`config.mk`:
```
export PLATFORM = sky130hd
export DESIGN_NAME = bsf_cell
export DESIGN_NICKNAME = d
export VERILOG_FILES = /design/src/rtl/bsf_pkg.sv /design/src/rtl/bsf_cell.sv
export SDC_FILE = /design/constraint.sdc
export NUM_CORES = 1
export LEC_CHECK = 0
export BUFFER_PORTS_ARGS = -buffer_cell sky130_fd_sc_hd__buf_2
export CAP_MARGIN = 0
export CELL_PAD_IN_SITES_DETAIL_PLACEMENT = 0
export CELL_PAD_IN_SITES_GLOBAL_PLACEMENT = 1
export CORE_UTILIZATION = 34
export CTS_BUF_LIST = sky130_fd_sc_hd__clkbuf_8 sky130_fd_sc_hd__clkbuf_16
export CTS_CLUSTER_SIZE = 40
export DETAILED_ROUTE_END_ITERATION = 12
export HOLD_SLACK_MARGIN = 0.1
export PLACE_DENSITY_LB_ADDON = 0.1
export SYNTH_ARGS = -nofsm -noshare
export SYNTH_HDL_FRONTEND = slang
export SYNTH_SLANG_ARGS = --single-unit
export TNS_END_PERCENT = 1
```
`constraint.sdc`:
```
create_clock -name clock -period 4.6 [get_ports clock]
set_clock_uncertainty 0.2 [all_clocks]
set_input_delay 0.69 -clock clock [delete_from_list [all_inputs] [get_ports clock]]
set_output_delay 0.69 -clock clock [all_outputs]
set_load 0.02 [all_outputs]
```
`src/rtl/bsf_pkg.sv`:
```
// ---------------------------------------------------------------------------
// bsf_pkg: shared types and constants for the fraction bucket sorter
// Sizes, cell and control structs, and the sequencer state type.
// ---------------------------------------------------------------------------
package bsf_pkg;

   // sizing
   localparam int MAX_ITEMS  = 64;
   localparam int VALUE_BITS = 16;
   localparam int CFG_BITS   = 7;
   localparam int CMP_BITS   = 11;
   localparam int IDX_BITS   = $clog2(MAX_ITEMS);
   localparam int CNT_BITS   = $clog2(MAX_ITEMS + 1);
   localparam int PROD_BITS  = CNT_BITS + VALUE_BITS;

   localparam logic [CFG_BITS-1:0] RESET_COUNT = 7'd64;
   localparam logic [CMP_BITS-1:0] CMP_MAX     = '1;

   // one item on its way into the chain
   typedef struct packed {
      logic [VALUE_BITS-1:0] value;
      logic [IDX_BITS-1:0]   bucket;
   } item_type;

   // contents of one chain cell
   typedef struct packed {
      logic                  valid;
      logic [VALUE_BITS-1:0] value;
      logic [IDX_BITS-1:0]   bucket;
   } cell_type;

   // chain control, common to all cells
   typedef struct packed {
      logic clear;
      logic insert;
      logic shift;
   } ctl_type;

   typedef enum logic {
      ST_LOAD,
      ST_DRAIN
   } state_type;

endpackage

```
`src/rtl/bsf_cell.sv`:
```
// ---------------------------------------------------------------------------
// bsf_cell: one cell of the insertion chain
// Holds one value and its bucket. On insert it keeps its entry, takes the
// new item or takes its left neighbor; on shift it takes its right neighbor; clear empties it.
// ---------------------------------------------------------------------------
module bsf_cell (
   input  logic              clock,
   input  logic              reset,
   input  bsf_pkg::ctl_type  ctl,
   input  bsf_pkg::item_type new_item,
   input  bsf_pkg::cell_type left_cell,
   input  logic              left_le,
   input  bsf_pkg::cell_type right_cell,
   output bsf_pkg::cell_type entry,
   output logic              le,
   output logic              bkt_lt
);
   import bsf_pkg::*;

   logic                  valid_ff, valid_in;
   logic [VALUE_BITS-1:0] value_ff, value_in;
   logic [IDX_BITS-1:0]   bucket_ff, bucket_in;

   // entry stays ahead of the new item when it is not larger (stable)
   assign le     = valid_ff && (value_ff <= new_item.value);
   assign bkt_lt = valid_ff && (bucket_ff < new_item.bucket);

   assign entry.valid  = valid_ff;
   assign entry.value  = value_ff;
   assign entry.bucket = bucket_ff;

   // next entry
   always_comb begin
      valid_in  = valid_ff;
      value_in  = value_ff;
      bucket_in = bucket_ff;
      priority if (ctl.clear) begin
         valid_in = 1'b0;
      end else if (ctl.insert) begin
         if (!le) begin
            if (left_le) begin
               valid_in  = 1'b1;
               value_in  = new_item.value;
               bucket_in = new_item.bucket;
            end else begin
               valid_in  = left_cell.valid;
               value_in  = left_cell.value;
               bucket_in = left_cell.bucket;
            end
         end
      end else if (ctl.shift) begin
         valid_in  = right_cell.valid;
         value_in  = right_cell.value;
         bucket_in = right_cell.bucket;
      end
   end

   always_ff @(posedge clock) begin
      if (reset) begin
         valid_ff <= 1'b0;
      end else begin
         valid_ff <= valid_in;
      end
   end

   always_ff @(posedge clock) begin
      value_ff  <= value_in;
      bucket_ff <= bucket_in;
   end

endmodule
```
==> results by group <==
Worst setup path
  – Critical Path Sink Type: flop
  – FF-to-FF path depth: 6
  – CP max-delay cell: o21a_1
  – Worst path max stage delay: 0.80 ns
  – Worst EP required: 4.29 ns
  – WS Path Type: primary input to flop
  – R2r setup slk: 1.65 ns
  – CP Max Fanout: 22
  – Worst setup SP type: primary input
  – Crit Reg-Reg Startpoint: value_ff[14]$_DFFE_PP_
  – Worst-path cell chain: buf_2 -> inv_1 -> ha_1 -> nand4_2 -> nor4_2 -> a21boi_2 -> o31a_2 -> o21a_1
  – Crit path DAT: 2.78 ns
  – FF-to-FF End: value_ff[5]$_DFFE_PP_

Finish
  – Filler cell count: 513
  – Most frequent cells in the layout: buf_2, a21oi_1, nor2_1
  – ANT cells: 0
  – Share of layout cells above drive strength 1: 38.4%
  – Final nets: 372
  – Area delta synth->final: 33.4%
  – Most common cell after layout, fill and taps aside: buf_2
  – Final std cells w/o fill: 343

Die
  – # rows: 25
  – Core area: 4820 um2
  – Die W: 73.5 um
  – Die Y: 73.5 um
  – Die area: 5410 um2
  – Initial Util: 36.1%
  – # IOs: 99

Synth
  – Area leader, netlist: edfxtp_1
  – Area contributors post-synth: edfxtp_1, ha_1, mux2i_1, a21oi_1, nor2_1
  – Yosys reg bits: 23
  – Sequential area share after synthesis: 39.1%
  – Ys Warns: 0
  – Yosys top cell area share: 38.0%
  – Syn Std Cell Area: 1740 um2
  – Syn_nets: 278
  – Synthesized instance count: 183
  – Post-synthesis cell type count: 29
  – Avg Inst Size Synth: 9.51 um2

Timing
  – Min Clock Period, post-route: 3.09 ns
  – Max-slew headroom: 33.7%
  – WHS: 0.457 ns
  – Slew Limit Fails: 0
  – Final Hold Viols: 0
  – Tcrit/Tclk final: 67.1%
  – Measured slew at the worst slew-check pin: 0.994 ns
  – Setup tns final: 0 ns
  – RSZ-0062 raised after global routing: false
  – Setup violators final: 0
  – Fmax: 324 MHz
  – Final worst slack: 1.51 ns

Power
  – Peak supply drop: 0.124 mV
  – Power Density: 235 nW/um2
  – LEAKAGE: 1.21 nW

Routing
  – Routed Antenna Nets: 0
  – 1st-pass router iterations: 4
  – Routed wire length per instance: 11.7 um
  – Vias/cell: 4.53
  – DR vias: 1553
  – Routed WL: 4030 um
  – Initial DRC count: 50
  – DRC Markers: 0

Clocking
  – # hold bufs at CTS: 0
  – Maximum clock insertion buffer count: 2
  – Sink Count: 23
  – Clock-pin slew on the worst setup and hold paths: 0.08 ns
  – Cts bufs inserted: 3
  – CTS tree: yes
  – Clock tree root buffer cell: clkbuf_8
  – Worst skew pair latency: 0.26 ns
  – Post-CTS setup buffer count: 0
  – H-tree levels: 1
  – Post-CTS sizing: 0

Place
  – IO buf count: 98
  – Pre-CTS setup slack: 1.19 ns
  – Dpl hpwl: 3190 um
  – Gpl congestion: 0.748
  – Placed Instances: 339

GRT
  – Number of global-route vias before repair: 1406
  – GRT overflow: 0
  – First-pass GRT wire length: 6380 um
  – Pin count of the biggest net entering global routing: 49
  – Gr usage total: 15.4%
  – Initial antenna violation count: 0

Min path
  – HP Class: flop to flop
  – Hold Path Origin: valid_ff$_SDFFE_PP0P_
  – Hold Path End: valid_ff$_SDFFE_PP0P_
  – Hold path depth: 2

Flow run
  – Maxcap violations: 0

Run status
  – Status: complete, no violations
[power breakdown]
part           internal, W  total [W]  switching (W)
registers         0.000250   0.000258     0.00000832
clock network    0.0000604   0.000127      0.0000666
logic            0.0000718   0.000160      0.0000886
total             0.000382   0.000545       0.000163
[cell type report]
cell class | instances | area, um2 | area share [%]
Timing Repair Buffer | 98 | 490 | 21.1
Multi-Input combinational cell | 129 | 937 | 40.4
Tap cell | 67 | 83.8 | 3.61
Inverter | 22 | 82.6 | 3.56
Clock buffer | 3 | 41.3 | 1.78
Sequential cell | 23 | 681 | 29.3
Clock inverter | 1 | 5.00 | 0.216
[cell usage after synthesis]
master     number
a211oi_1        1
a21boi_2        1
a21o_1          3
a21oi_1        29
and2_1          1
buf_1           1
buf_2           2
buf_4           1
clkbuf_1        5
dfxtp_1         1
edfxtp_1       22
ha_1           21
inv_1          22
mux2i_1        22
nand2_1         5
nand2b_1        1
nand3_1         1
nand4_1         2
nand4_2         1
nor2_1         26
nor2b_1         2
nor3_1          1
nor3b_1         2
nor4_2          1
o211a_1         1
o21a_1          2
o21ai_0         4
o2bb2ai_1       1
o31a_2          1
[worst max-delay path: cells and delay by family]
kind            cells  cell delay, ns
buf+inv             2            0.12
compound gates      3            1.17
fa+ha+maj           1            0.31
simple gates        2            0.47
[per-layer routing]
layer  up-vias  global-route usage, %  routed length, um
met4         0                   3.85                 19
met3         2                   2.74                243
met5         -                      0                  0
met2        50                   25.5               1820
li1        838                      -                  -
met1       663                   20.8               1950
[how the worst max path moves through the flow]
| stage | endpoint | depth (start not counted) | slack [ns] | start |
|---|---|---|---|---|
| floorplan | bucket_ff[0]$_DFFE_PP_ | 7 | 1.66 | new_item[20] |
| global placement | value_ff[4]$_DFFE_PP_ | 8 | 1.23 | new_item[20] |
| detailed placement | value_ff[5]$_DFFE_PP_ | 8 | 1.19 | new_item[20] |
| CTS | value_ff[6]$_DFFE_PP_ | 8 | 1.46 | new_item[20] |
| global route | value_ff[10]$_DFFE_PP_ | 8 | 1.29 | new_item[20] |
| finish | value_ff[5]$_DFFE_PP_ | 8 | 1.51 | new_item[20] |
[registers in the layout (all words and copies together), names as in the netlist]
register	count
bucket_ff	6
valid_ff	1
value_ff	16
[cells by family (layout without fill, tap and decap cells)]
family	count (synthesis)	in the layout	share of synthesized area (%)
AOI/OAI and AO/OA	43	43	14.4
and+or+nand+nor	43	43	11.7
buffers and inverters	31	124	7.05
DFF	23	23	39.1
muxes	22	22	12.7
adders and majority gates	21	21	15.1
[metrics by stage]
stage | power [W] | utilization (%) | area (um2)
after floorplan | 0.000361 | - | 1740
after global placement | 0.000426 | 47.2 | 2270
after detailed placement | 0.000426 | 47.2 | 2270
after CTS | 0.000552 | 48.2 | 2320
after global routing | 0.000580 | 48.2 | 2320
final | 0.000545 | 48.2 | 2320
(Power assumes the default switching activity.)
